File: src/skf_pkg.sv
// types and constants of the scalar kalman smoother
// used by the control rom, the sequencer, the datapath and the top level
package skf_pkg;

	// configuration register indexes
	localparam int CFG_IDX_W = 1;
	localparam logic [CFG_IDX_W-1:0] REG_PROCESS_NOISE = 1'b0;
	localparam logic [CFG_IDX_W-1:0] REG_MEASURE_NOISE = 1'b1;

	localparam logic [31:0] PROCESS_NOISE_RST = 32'd536871;
	localparam logic [31:0] MEASURE_NOISE_RST = 32'd5368709;

	// width of the noise and covariance terms, unsigned q4.28
	localparam int COV_W = 32;

	// operand chunk of the shared multiplier
	localparam int CHUNK_W = 17;

	// program addresses
	localparam int STEP_W = 3;
	localparam logic [STEP_W-1:0] STEP_WAIT     = 3'd0;
	localparam logic [STEP_W-1:0] STEP_PREP     = 3'd1;
	localparam logic [STEP_W-1:0] STEP_DIV      = 3'd2;
	localparam logic [STEP_W-1:0] STEP_LOAD_EST = 3'd3;
	localparam logic [STEP_W-1:0] STEP_MAC_EST  = 3'd4;
	localparam logic [STEP_W-1:0] STEP_LOAD_COV = 3'd5;
	localparam logic [STEP_W-1:0] STEP_MAC_COV  = 3'd6;
	localparam logic [STEP_W-1:0] STEP_FINISH   = 3'd7;

	typedef enum logic [2:0] {
		OP_WAIT     = 3'd0,
		OP_PREP     = 3'd1,
		OP_DIV      = 3'd2,
		OP_LOAD_EST = 3'd3,
		OP_MAC      = 3'd4,
		OP_LOAD_COV = 3'd5,
		OP_FINISH   = 3'd6
	} op_t;

	typedef enum logic [1:0] {
		COND_NONE     = 2'd0,
		COND_NO_INPUT = 2'd1,
		COND_CNT_NZ   = 2'd2,
		COND_OUT_BUSY = 2'd3
	} cond_t;

	typedef struct packed {
		op_t               op;
		cond_t             cond;
		logic [STEP_W-1:0] target;
	} ctrl_word_t;

	typedef struct packed {
		logic in_take;
		logic cnt_nz;
		logic out_busy;
	} skf_status_t;

endpackage

File: src/skf_ucode_rom.sv
// control program of the smoother, one control word per step
// depends on skf_pkg
module skf_ucode_rom import skf_pkg::*; (
	input  logic [STEP_W-1:0] addr,
	output ctrl_word_t        word
);

	// the finish step falls through by address wrap back to the wait step
	always_comb begin
		unique case (addr)
			STEP_WAIT:     word = '{op: OP_WAIT,     cond: COND_NO_INPUT, target: STEP_WAIT};
			STEP_PREP:     word = '{op: OP_PREP,     cond: COND_NONE,     target: STEP_WAIT};
			STEP_DIV:      word = '{op: OP_DIV,      cond: COND_CNT_NZ,   target: STEP_DIV};
			STEP_LOAD_EST: word = '{op: OP_LOAD_EST, cond: COND_NONE,     target: STEP_WAIT};
			STEP_MAC_EST:  word = '{op: OP_MAC,      cond: COND_CNT_NZ,   target: STEP_MAC_EST};
			STEP_LOAD_COV: word = '{op: OP_LOAD_COV, cond: COND_NONE,     target: STEP_WAIT};
			STEP_MAC_COV:  word = '{op: OP_MAC,      cond: COND_CNT_NZ,   target: STEP_MAC_COV};
			STEP_FINISH:   word = '{op: OP_FINISH,   cond: COND_OUT_BUSY, target: STEP_FINISH};
			default:       word = '{op: OP_WAIT,     cond: COND_NO_INPUT, target: STEP_WAIT};
		endcase
	end

endmodule

File: src/skf_sequencer.sv
// step counter with conditional jumps, reads the control rom
// depends on skf_pkg and skf_ucode_rom
module skf_sequencer import skf_pkg::*; (
	input  logic        clk,
	input  logic        arst_n,
	input  skf_status_t status,
	output ctrl_word_t  ctrl
);

	logic [STEP_W-1:0] pc_q;
	logic              jump;

	skf_ucode_rom u_rom (
		.addr(pc_q),
		.word(ctrl)
	);

	always_comb begin
		unique case (ctrl.cond)
			COND_NONE:     jump = 1'b0;
			COND_NO_INPUT: jump = !status.in_take;
			COND_CNT_NZ:   jump = status.cnt_nz;
			COND_OUT_BUSY: jump = status.out_busy;
			default:       jump = 1'b0;
		endcase
	end

	always_ff @(posedge clk or negedge arst_n) begin
		if (!arst_n) begin
			pc_q <= STEP_WAIT;
		end else if (jump) begin
			pc_q <= ctrl.target;
		end else begin
			pc_q <= pc_q + STEP_W'(1);
		end
	end

endmodule

File: src/skf_datapath.sv
// datapath of the smoother: state, restoring divider, chunked multiplier, output register
// depends on skf_pkg; driven by the control word from skf_sequencer
module skf_datapath import skf_pkg::*; #(
	parameter int SAMPLE_WIDTH   = 32,
	parameter int GAIN_FRAC_BITS = 30
) (
	input  logic                    clk,
	input  logic                    arst_n,
	input  ctrl_word_t              ctrl,
	output skf_status_t             status,
	input  logic [COV_W-1:0]        process_noise,
	input  logic [COV_W-1:0]        measure_noise,
	input  logic                    in_valid,
	output logic                    in_stall,
	input  logic [SAMPLE_WIDTH-1:0] sample,
	output logic                    out_valid,
	input  logic                    out_stall,
	output logic [SAMPLE_WIDTH-1:0] estimate,
	output logic [COV_W-1:0]        covariance
);

	localparam int SW     = SAMPLE_WIDTH;
	localparam int G      = GAIN_FRAC_BITS;
	localparam int MAG_W  = SW + 1;
	localparam int OPA_W  = (MAG_W > COV_W) ? MAG_W : COV_W;
	localparam int NC     = (OPA_W + CHUNK_W - 1) / CHUNK_W;
	localparam int AW     = NC * CHUNK_W;
	localparam int BW     = G + 1;
	localparam int ACC_W  = AW + BW;
	localparam int PROD_W = CHUNK_W + BW;
	localparam int DEN_W  = COV_W + 1;
	localparam int REM_W  = COV_W + 2;
	localparam int CNT_W  = $clog2(G + 1);
	localparam logic [BW-1:0] ONE = {1'b1, {G{1'b0}}};

	logic signed [SW-1:0] est_q;
	logic [COV_W-1:0]     cov_q;
	logic [SW-1:0]        sample_q;
	logic [COV_W-1:0]     pm_q;
	logic [DEN_W-1:0]     den_q;
	logic [REM_W-1:0]     rem_q;
	logic [BW-1:0]        quo_q;
	logic [BW-1:0]        k_q;
	logic [CNT_W-1:0]     cnt_q;
	logic [AW-1:0]        a_q;
	logic [BW-1:0]        b_q;
	logic [ACC_W-1:0]     acc_q;
	logic                 neg_q;
	logic                 out_valid_q;
	logic [SW-1:0]        estimate_q;
	logic [COV_W-1:0]     covariance_q;

	logic                 in_take;
	logic                 out_busy;
	logic                 finish;
	logic [COV_W:0]       pm_sum;
	logic [COV_W-1:0]     pm_sat;
	logic [REM_W-1:0]     den_ext;
	logic                 div_ge;
	logic [REM_W-1:0]     rem_sub;
	logic [REM_W-1:0]     rem_sel;
	logic [MAG_W-1:0]     diff;
	logic [MAG_W-1:0]     mag;
	logic [BW-1:0]        gain;
	logic [PROD_W-1:0]    prod;
	logic [SW-1:0]        corr;
	logic [COV_W-1:0]     cov_new;

	assign in_stall = (ctrl.op != OP_WAIT);
	assign in_take  = in_valid && !in_stall;
	assign out_busy = out_valid_q && out_stall;
	assign finish   = (ctrl.op == OP_FINISH) && !out_busy;

	assign status = '{in_take: in_take, cnt_nz: (cnt_q != '0), out_busy: out_busy};

	// predicted covariance, saturated
	assign pm_sum = {1'b0, cov_q} + {1'b0, process_noise};
	assign pm_sat = pm_sum[COV_W] ? {COV_W{1'b1}} : pm_sum[COV_W-1:0];

	// one restoring step per cycle, remainder stays below the denominator
	assign den_ext = {1'b0, den_q};
	assign div_ge  = (rem_q >= den_ext);
	assign rem_sub = rem_q - den_ext;
	assign rem_sel = div_ge ? rem_sub : rem_q;

	assign diff = {sample_q[SW-1], sample_q} - {est_q[SW-1], est_q};
	assign mag  = diff[MAG_W-1] ? (~diff + MAG_W'(1)) : diff;
	assign gain = (den_q == '0) ? '0 : quo_q;

	// top chunk first, accumulator shifted by one chunk each step
	assign prod    = a_q[AW-1 -: CHUNK_W] * b_q;
	assign corr    = acc_q[G +: SW];
	assign cov_new = acc_q[G +: COV_W];

	always_ff @(posedge clk or negedge arst_n) begin
		if (!arst_n) begin
			est_q       <= '0;
			cov_q       <= '0;
			out_valid_q <= 1'b0;
		end else begin
			if (ctrl.op == OP_LOAD_COV) begin
				est_q <= neg_q ? (est_q - corr) : (est_q + corr);
			end
			if (finish) begin
				cov_q       <= cov_new;
				out_valid_q <= 1'b1;
			end else if (out_valid_q && !out_stall) begin
				out_valid_q <= 1'b0;
			end
		end
	end

	always_ff @(posedge clk) begin
		unique case (ctrl.op)
			OP_WAIT: begin
				if (in_take) begin
					sample_q <= sample;
					pm_q     <= pm_sat;
				end
			end
			OP_PREP: begin
				den_q <= {1'b0, pm_q} + {1'b0, measure_noise};
				rem_q <= REM_W'(pm_q);
				quo_q <= '0;
				cnt_q <= CNT_W'(G);
			end
			OP_DIV: begin
				rem_q <= {rem_sel[REM_W-2:0], 1'b0};
				quo_q <= {quo_q[BW-2:0], div_ge};
				cnt_q <= cnt_q - CNT_W'(1);
			end
			OP_LOAD_EST: begin
				k_q   <= gain;
				b_q   <= gain;
				neg_q <= diff[MAG_W-1];
				a_q   <= AW'(mag);
				acc_q <= '0;
				cnt_q <= CNT_W'(NC - 1);
			end
			OP_MAC: begin
				acc_q <= (acc_q << CHUNK_W) + ACC_W'(prod);
				a_q   <= a_q << CHUNK_W;
				cnt_q <= cnt_q - CNT_W'(1);
			end
			OP_LOAD_COV: begin
				a_q   <= AW'(pm_q);
				b_q   <= ONE - k_q;
				acc_q <= '0;
				cnt_q <= CNT_W'(NC - 1);
			end
			OP_FINISH: begin
				if (finish) begin
					estimate_q   <= est_q;
					covariance_q <= cov_new;
				end
			end
			default: begin
			end
		endcase
	end

	assign out_valid  = out_valid_q;
	assign estimate   = estimate_q;
	assign covariance = covariance_q;

endmodule

File: src/scalar_kalman_smoother_top.sv
// top level of the scalar kalman smoother: configuration registers and block wiring
// depends on skf_pkg, skf_sequencer and skf_datapath
//
// usage
//   input channel: in_valid / in_stall / sample (signed q16.16); a sample is taken at a
//   clock edge with in_valid high and in_stall low. in_stall is high while a sample is
//   being worked on and low only in the wait step.
//   output channel: out_valid / out_stall / estimate / covariance; one result per sample,
//   held in an output register until taken with out_stall low.
//   config channel: cfg_valid / cfg_ready / cfg_index / cfg_data, always ready; index 0
//   is process_noise, index 1 is measure_noise (both unsigned q4.28). write only while idle.
//   sequence: a sample is worked through to the finish step before the wait step comes
//   back, so no new sample is taken before the previous one is through. the result shows
//   up in the cycle after the finish step. the gain divider retires one quotient bit a
//   cycle (GAIN_FRAC_BITS + 1 steps) and the shared 17-bit by (GAIN_FRAC_BITS + 1)-bit
//   multiplier one chunk a cycle.
//   stall: a result still waiting at the finish step holds the sequencer there until
//   the previous transaction is taken; in_stall stays high meanwhile.
//   reset: the internal estimate and covariance clear to zero, not the output registers;
//   noise registers to defaults, output valid drops, the sequencer to the wait step.
module scalar_kalman_smoother_top import skf_pkg::*; #(
	parameter int SAMPLE_WIDTH   = 32,
	parameter int GAIN_FRAC_BITS = 30
) (
	input  logic                    clk,
	input  logic                    arst_n,
	input  logic                    in_valid,
	output logic                    in_stall,
	input  logic [SAMPLE_WIDTH-1:0] sample,
	output logic                    out_valid,
	input  logic                    out_stall,
	output logic [SAMPLE_WIDTH-1:0] estimate,
	output logic [COV_W-1:0]        covariance,
	input  logic                    cfg_valid,
	output logic                    cfg_ready,
	input  logic [CFG_IDX_W-1:0]    cfg_index,
	input  logic [COV_W-1:0]        cfg_data
);

	logic [COV_W-1:0] process_noise_q;
	logic [COV_W-1:0] measure_noise_q;
	ctrl_word_t       ctrl;
	skf_status_t      status;

	// configuration writes are always accepted
	assign cfg_ready = 1'b1;

	always_ff @(posedge clk or negedge arst_n) begin
		if (!arst_n) begin
			process_noise_q <= PROCESS_NOISE_RST;
			measure_noise_q <= MEASURE_NOISE_RST;
		end else if (cfg_valid && cfg_ready) begin
			unique case (cfg_index)
				REG_PROCESS_NOISE: process_noise_q <= cfg_data;
				REG_MEASURE_NOISE: measure_noise_q <= cfg_data;
				default: begin
				end
			endcase
		end
	end

	// program counter and control rom
	skf_sequencer u_seq (
		.clk   (clk),
		.arst_n(arst_n),
		.status(status),
		.ctrl  (ctrl)
	);

	// estimate and covariance arithmetic, output register
	skf_datapath #(
		.SAMPLE_WIDTH  (SAMPLE_WIDTH),
		.GAIN_FRAC_BITS(GAIN_FRAC_BITS)
	) u_dp (
		.clk          (clk),
		.arst_n       (arst_n),
		.ctrl         (ctrl),
		.status       (status),
		.process_noise(process_noise_q),
		.measure_noise(measure_noise_q),
		.in_valid     (in_valid),
		.in_stall     (in_stall),
		.sample       (sample),
		.out_valid    (out_valid),
		.out_stall    (out_stall),
		.estimate     (estimate),
		.covariance   (covariance)
	);

endmodule

File: config.mk
export PLATFORM = sky130hd
export DESIGN_NAME = scalar_kalman_smoother_top
export DESIGN_NICKNAME = d
export VERILOG_FILES = /design/src/skf_pkg.sv /design/src/skf_ucode_rom.sv /design/src/skf_sequencer.sv /design/src/skf_datapath.sv /design/src/scalar_kalman_smoother_top.sv
export SDC_FILE = /design/constraint.sdc
export NUM_CORES = 2
export LEC_CHECK = 0
export BUFFER_PORTS_ARGS = -buffer_cell sky130_fd_sc_hd__buf_2
export CORE_MARGIN = 2
export CORE_UTILIZATION = 55
export CTS_BUF_LIST = sky130_fd_sc_hd__clkbuf_8
export CTS_CLUSTER_SIZE = 40
export DETAILED_ROUTE_END_ITERATION = 10
export PLACE_DENSITY = 0.77
export SETUP_SLACK_MARGIN = 0.5
export SYNTH_ARGS = -nofsm -noshare
export SYNTH_HDL_FRONTEND = slang
export SYNTH_SLANG_ARGS = --single-unit
export TNS_END_PERCENT = 5
File: constraint.sdc
create_clock -name clk -period 16.77 [get_ports clk]
set_clock_uncertainty 0.2 [all_clocks]
set_input_delay 0.8385 -clock clk [delete_from_list [all_inputs] [get_ports clk]]
set_output_delay 0.8385 -clock clk [all_outputs]
set_load 0.1 [all_outputs]
Word-level counts from Yosys, hierarchy flattened
Memories as Yosys holds them, arrays and structs flattened.
Index checks and enable logic that the tools add are counted.
{ "totals": {"reg_bits": 522, "mem_bits_ro": 64, "input_bits": 70, "out_inout_bits": 67, "wordCells": 83, "memories": 1} }
{ "op_classes": {"add_sub_neg": 11, "multipliers": 1, "n_lt_le_gt_ge": 1, "n_eq_ne": 9, "mux": 14, "bitwise_logic": 2, "n_reduce_logical": 25} }
{ "memory_table": {"columns": ["memory", "words", "word_bits", "read_ports", "rd_clocked_by_memory_dff", "wr", "line_no", "source"], "rows": [
  ["(name not given)", 8, 8, 1, 0, 0, "skf_ucode_rom.sv:10", "unique case (addr)"]
]} }
{ "ops": {"columns": ["op", "n"], "rows": [
  ["case mux 31 bit (2 select lines)", 2],
  ["case mux 62 bit (2 select lines)", 1],
  ["case mux 34 bit (3 select lines)", 1],
  ["case mux 34 bit (2 select lines)", 1],
  ["adder 32 x 32 -> 33 bit", 2],
  ["2-to-1 mux 33 bit", 2],
  ["adder 62 x 48 -> 62 bit", 1],
  ["multiplier 17 x 31 -> 48 bit", 1],
  [">= comparator 34 x 33 -> 1 bit", 1],
  ["adder 33 x 1 -> 33 bit, second input constant", 1],
  ["zero test 33 bit", 1],
  ["NOT 33 bit", 1],
  ["subtractor 32 x 32 -> 33 bit", 1],
  ["subtractor 33 bit", 1],
  ["adder 32 bit", 1],
  ["2-to-1 mux 32 bit", 1],
  ["subtractor 32 bit", 1],
  ["2-to-1 mux 31 bit", 1],
  ["subtractor 31 bit, first input constant", 1],
  ["case mux 5 bit (3 select lines)", 1],
  ["== test 3 bit, second input constant", 3],
  ["nonzero test 3 bit", 3],
  ["AND reduction 2 bit", 4],
  ["nonzero test 2 bit", 4],
  ["16 further kinds", 26]
]} }

Longest topological paths before layout
An unclocked memory read counts as a cell.
{ "logic_depth": {"word_depth": 7, "depth_mapped": 27, "depth_no_buf": 25} }

By module
A second synthesis with hierarchy kept.
{ "unflattened": {"hier_cells": 4771, "area_unflattened_um2": 47093.9} }
{ "modules_own_cells": {"columns": ["module", "n_inst", "cells_each", "area_each_um2", "seq_area_each_um2"], "rows": [
  ["skf_datapath", 1, 4608, 44367.6, 13337.8],
  ["scalar_kalman_smoother_top", 1, 139, 2462.4, 1626.6],
  ["skf_sequencer", 1, 13, 190.2, 75.1],
  ["skf_ucode_rom", 1, 11, 73.8, 0.0]
]} }

Worst setup path before layout
Ideal clock, no wire load.
{ "synth_timing": {"path_kind": "register to register", "start": "reg u_dp.b_q[7]", "end": "reg u_dp.acc_q[49], data pin", "setup_time_ns": 0.266, "t_arrival_ns": 6.235, "t_required_ns": 16.304, "slack_ns": 10.069, "path_stages_with_launch": 25, "n_path_buf": 1, "period_less_slack_ns": 6.701, "path_cell_list": "edfxtp_1 -> clkbuf_1 -> and2_1 -> fa_1 -> inv_1 -> fa_1 -> fa_1 -> fa_1 -> inv_1 -> fa_1 -> inv_1 -> fa_1 -> inv_1 -> ha_1 -> a21o_1 -> a21o_1 -> a21oi_1 -> o311ai_0 -> a31oi_1 -> o221ai_1 -> or3_1 -> a31oi_1 -> a31oi_1 -> xnor2_1 -> nor2_1"} }
{ "synth_via": {"elab_chain_len": 3} }
{ "synth_rtl": {"columns": ["element", "line_no", "source"], "rows": [
  ["from (decl)", "skf_datapath.sv:46", "logic [BW-1:0] b_q;"],
  ["from (signal assigned)", "skf_datapath.sv:134", "b_q <= gain;"],
  ["from (signal assigned)", "skf_datapath.sv:147", "b_q <= ONE - k_q;"],
  ["multiplier 17 x 31 -> 48 bit", "skf_datapath.sv:91", "assign prod = a_q[AW-1 -: CHUNK_W] * b_q;"],
  ["adder 62 x 48 -> 62 bit", "skf_datapath.sv:141", "acc_q <= (acc_q << CHUNK_W) + ACC_W'(prod);"],
  ["case mux 62 bit (2 select lines)", "skf_datapath.sv:114", "unique case (ctrl.op)"],
  ["to (signal assigned)", "skf_datapath.sv:141", null],
  ["to (decl)", "skf_datapath.sv:47", "logic [ACC_W-1:0] acc_q;"]
]} }
No other way between the ends.
A chain may end at the register's enable or synchronous reset.

Worst setup path after layout
{ "layout_timing": {"start": "reg u_dp.b_q[11]", "end": "reg u_dp.acc_q[61], data pin"} }
The elaborated chain is that of the path after synthesis.

==> impl_summary.log <==
[metrics] run status: finished, final reports clean
[metrics] clock-pin slew on the worst setup and hold paths: 0.07 ns
[metrics] worst hold-check slack: 0.09156 ns
[metrics] Final Hold Fails: 0
[metrics] number of setup buffers added after CTS: 0
[metrics] Critical Path Sink Type: flop
[metrics] number of vias per cell after detailed routing: 5.751
[metrics] area share of fa/ha/maj cells after synthesis: 0.2828
[metrics] grt met3 use: 0.04197
[metrics] FILL cells: 7,141
[metrics] Crit Path Class: flop to flop
[metrics] total I/O pin count: 137
[metrics] layout cells sized above 1: 0.08704
[metrics] synthesized-area fraction occupied by ao, oa, aoi and oai cells: 0.1058
[metrics] largest fanout on the critical path: 17
[metrics] post-synthesis mux area share: 0.02333
[metrics] maximum number of pins on one net before global-route repair: 116
[metrics] CTS root buf: sky130_fd_sc_hd__clkbuf_8
[metrics] initial drt markers: 2,860
[metrics] number of warnings printed during yosys synthesis: 0
[metrics] Syn Std Cell Area: 0.04698 mm2
[metrics] IO buf count: 135
[metrics] clk buf depth: 3
[metrics] overall global routing resource usage: 0.2915
[metrics] H-Tree Level Count: 3
[metrics] basic-gate share of the synthesized area counting and, or, nand and nor cells: 0.1489
[metrics] Layout Nets: 5,751
[metrics] sequential element share of the synthesized area: 0.3201
[metrics] Post-synth top flop: sky130_fd_sc_hd__edfxtp_1
[metrics] total number of clock tree sinks: 522
[metrics] Floorplan Core Area: 0.08488 mm2
[metrics] number of enable-type register cells in the synthesized netlist: 390
[metrics] wire length of the first global-routing pass: 197,400 um
[metrics] insertion delay to the later sink of the worst-skew pair: 0.74 ns
[metrics] Die Footprint: 0.08777 mm2
[metrics] via count: 35.21k
[metrics] detail-routed net length per standard cell: 20.29 um
[metrics] number of antenna violations at the first check in global routing: 4
[metrics] main combinational cell family by area after synthesis: adder cells
[metrics] final period demand of the worst path: 8.061 ns
[metrics] total length of routed wires: 124,200 um
[metrics] number of global-route vias before repair: 36.40k
[metrics] # Max-Cap Violations: 0
[metrics] DP Wirelength: 95,670 um
[metrics] element type at the critical path start: flop
[metrics] post-route standard cell area excluding fillers: 0.05057 mm2
[metrics] register bit total from synthesis: 522
[metrics] instance count of the mapped netlist: 4,815
[metrics] CTS tree: built
[metrics] first-pass detailed-route iteration total: 6
[metrics] Least-Margin Pin Slew: 1.132 ns
[metrics] number of CTS-inserted buffers: 89
[metrics] Worst EP required: 17.03 ns
[metrics] accumulated negative setup slack: 0 ns
[metrics] area growth from synthesis to layout: 7.646%
[metrics] min-delay worst type: primary input to flop
[metrics] total DRC errors in the routed layout: 0
[metrics] share of the cycle needed by the critical path after routing: 0.4807
[metrics] routability congestion estimate from global placement: 0.9634
[metrics] chip width: 296.3 um
[metrics] antenna viol nets, final: 0
[metrics] number of max-slew violations in the final report: 0
[metrics] achievable clock frequency: 124.1 MHz
[metrics] fraction of synthesized cell area in xor and xnor cells: 0.04810
[metrics] Mapped Nets: 5,665
[metrics] share of flip-flops with an asynchronous set or reset after synthesis: 0.2529
[metrics] unrepaired setup endpoints after global routing: false
[metrics] busiest layer in global routing: met2
[metrics] met2 demand-to-capacity share in global routing: 0.4902
[metrics] height of the die: 296.3 um
[metrics] Starting Density: 0.5535
[metrics] met1 layer usage reported by global route: 0.3662
[metrics] Max-slew headroom: 0.2448
[metrics] Final Util: 0.5958
[metrics] average instance area after synthesis: 9.757 um2
[metrics] Crit path arrival time: 8.32 ns
[metrics] Netlist cell types: 80
[metrics] number of setup violations in the final report: 0
[metrics] Std-Cell Rows: 107
[metrics] Remaining Overflow, GRT: 0
[metrics] placed cell areas: 0.04876 mm2
==> worst max-delay path: stages, from the launching register on <==
cell and delay, ns:
sky130_fd_sc_hd__edfxtp_1 0.84, sky130_fd_sc_hd__nand2_1 0.18, sky130_fd_sc_hd__fa_1 0.52, sky130_fd_sc_hd__fa_1 0.51
sky130_fd_sc_hd__fa_1 0.52, sky130_fd_sc_hd__inv_1 0.05, sky130_fd_sc_hd__fa_1 0.52, sky130_fd_sc_hd__fa_1 0.50
sky130_fd_sc_hd__inv_1 0.06, sky130_fd_sc_hd__fa_1 0.47, sky130_fd_sc_hd__inv_1 0.04, sky130_fd_sc_hd__ha_1 0.33
sky130_fd_sc_hd__nand3_1 0.17, sky130_fd_sc_hd__o311ai_0 0.84, sky130_fd_sc_hd__a31oi_1 0.43, sky130_fd_sc_hd__o221ai_1 0.58
sky130_fd_sc_hd__a31oi_1 0.36, sky130_fd_sc_hd__nor2_1 0.31, sky130_fd_sc_hd__nand3_1 0.13, sky130_fd_sc_hd__xnor2_1 0.18
sky130_fd_sc_hd__nor2_1 0.05
==> layout by cell type, fill, tap and decap left out, drive strengths merged, types with 99 or more instances in the layout <==
master,count
a21oi,211
buf,179
o21ai,228
a21o,113
xor2,99
nor2,210
inv,723
fa,470
nand2,660
ha,310
dfrtp,112
edfxtp,390
xnor2,159
and2,304
==> registers in the layout, indices dropped and copies added, names as in the netlist, 3 cells and up <==
register,cells
measure_noise_q,32
process_noise_q,32
u_dp.a_q,34
u_dp.acc_q,62
u_dp.b_q,31
u_dp.cnt_q,5
u_dp.cov_q,32
u_dp.covariance,32
u_dp.den_q,33
u_dp.est_q,32
u_dp.estimate,32
u_dp.k_q,31
u_dp.pm_q,32
u_dp.quo_q,31
u_dp.rem_q,34
u_dp.sample_q,32
u_seq.pc_q,3
==> worst paths after layout <==
kind                                     from             endpoint  slack (ns)  cells after the start
worst max-delay path             u_dp.b_q[11]       u_dp.acc_q[61]        8.71                     20
worst min-delay path               sample[31]    u_dp.sample_q[31]        0.09                      1
worst max register to register   u_dp.b_q[11]       u_dp.acc_q[61]        8.71                     20
worst min register to register  u_dp.cov_q[6]        u_dp.cov_q[6]        0.30                      2
max in group asynchronous              arst_n  process_noise_q[20]       14.45                      3
min in group asynchronous              arst_n        u_dp.est_q[5]        0.45                      2
==> metrics by stage <==
| step | std cells | setup WS [ns] |
|---|---|---|
| 2_1_floorplan | 4815 | 10.07 |
| 3_3_place_gp | 5953 | 8.939 |
| 3_5_place_dp | 5953 | 8.871 |
| 4_1_cts | 6119 | 8.825 |
| 5_1_grt | 6120 | 8.445 |
| 6_report | 6122 | 8.709 |
==> cells in the mapped netlist, types with 29 or more instances <==
master                     count  share of area
sky130_fd_sc_hd__a21oi_1     210          0.022
sky130_fd_sc_hd__clkbuf_1    172          0.014
sky130_fd_sc_hd__nand2_1     660          0.053
sky130_fd_sc_hd__fa_1        470           0.20
sky130_fd_sc_hd__and3_1       32         0.0043
sky130_fd_sc_hd__nor3_1       45         0.0048
sky130_fd_sc_hd__mux2i_1      33         0.0070
sky130_fd_sc_hd__mux2_2       68          0.016
sky130_fd_sc_hd__o21ai_0     225          0.024
sky130_fd_sc_hd__edfxtp_1    390           0.25
sky130_fd_sc_hd__ha_1        310          0.083
sky130_fd_sc_hd__dfrtp_1     112          0.060
sky130_fd_sc_hd__xnor2_1     159          0.030
sky130_fd_sc_hd__and2_1      303          0.040
sky130_fd_sc_hd__nand2b_1     29         0.0039
sky130_fd_sc_hd__xor2_1       99          0.018
sky130_fd_sc_hd__inv_1       694          0.055
sky130_fd_sc_hd__a31oi_1      36         0.0048
sky130_fd_sc_hd__o21a_1       33         0.0053
sky130_fd_sc_hd__nor2_1      210          0.017
sky130_fd_sc_hd__nand3_1      50         0.0053
sky130_fd_sc_hd__a21o_1      113          0.018
==> metal layers <==
| layer | wire length (um) | up-vias |
|---|---|---|
| li1 | - | 16076 |
| met1 | 48670 | 17323 |
| met2 | 59890 | 1437 |
| met3 | 8634 | 371 |
| met4 | 7024 | 0 |
| met5 | 0 | - |
==> cells by family after synthesis <==
family,after synthesis
AND/OR/NAND/NOR,1472
flip-flops,522
AO/OA/AOI/OAI,799
adder cells (fa/ha/maj),780
buffers and inverters,882
multiplexers,101
XOR/XNOR,258
other,1
==> final cells by class <==
cell class | count | area, um2 | share of cell area
clock inverter | 69 | 467.9 | 0.009253
sequential | 522 | 15040 | 0.2974
tap | 1144 | 1431 | 0.02830
multi-input combinational | 3411 | 28660 | 0.5668
antenna | 3 | 7.507 | 0.0001484
inverter | 697 | 2619 | 0.05178
timing repair buffer | 180 | 1022 | 0.02021
clock buffer | 96 | 1321 | 0.02613
==> timing repair <==
item | CTS | global route
gates resized for setup | 0 | 0
endpoints found under the hold margin | 65 | 0
hold buffers | 1 | 0
Power is left out: the tool's default activity adds up to more than one toggle a clock period on the data nets, which glitch-free logic cannot reach.
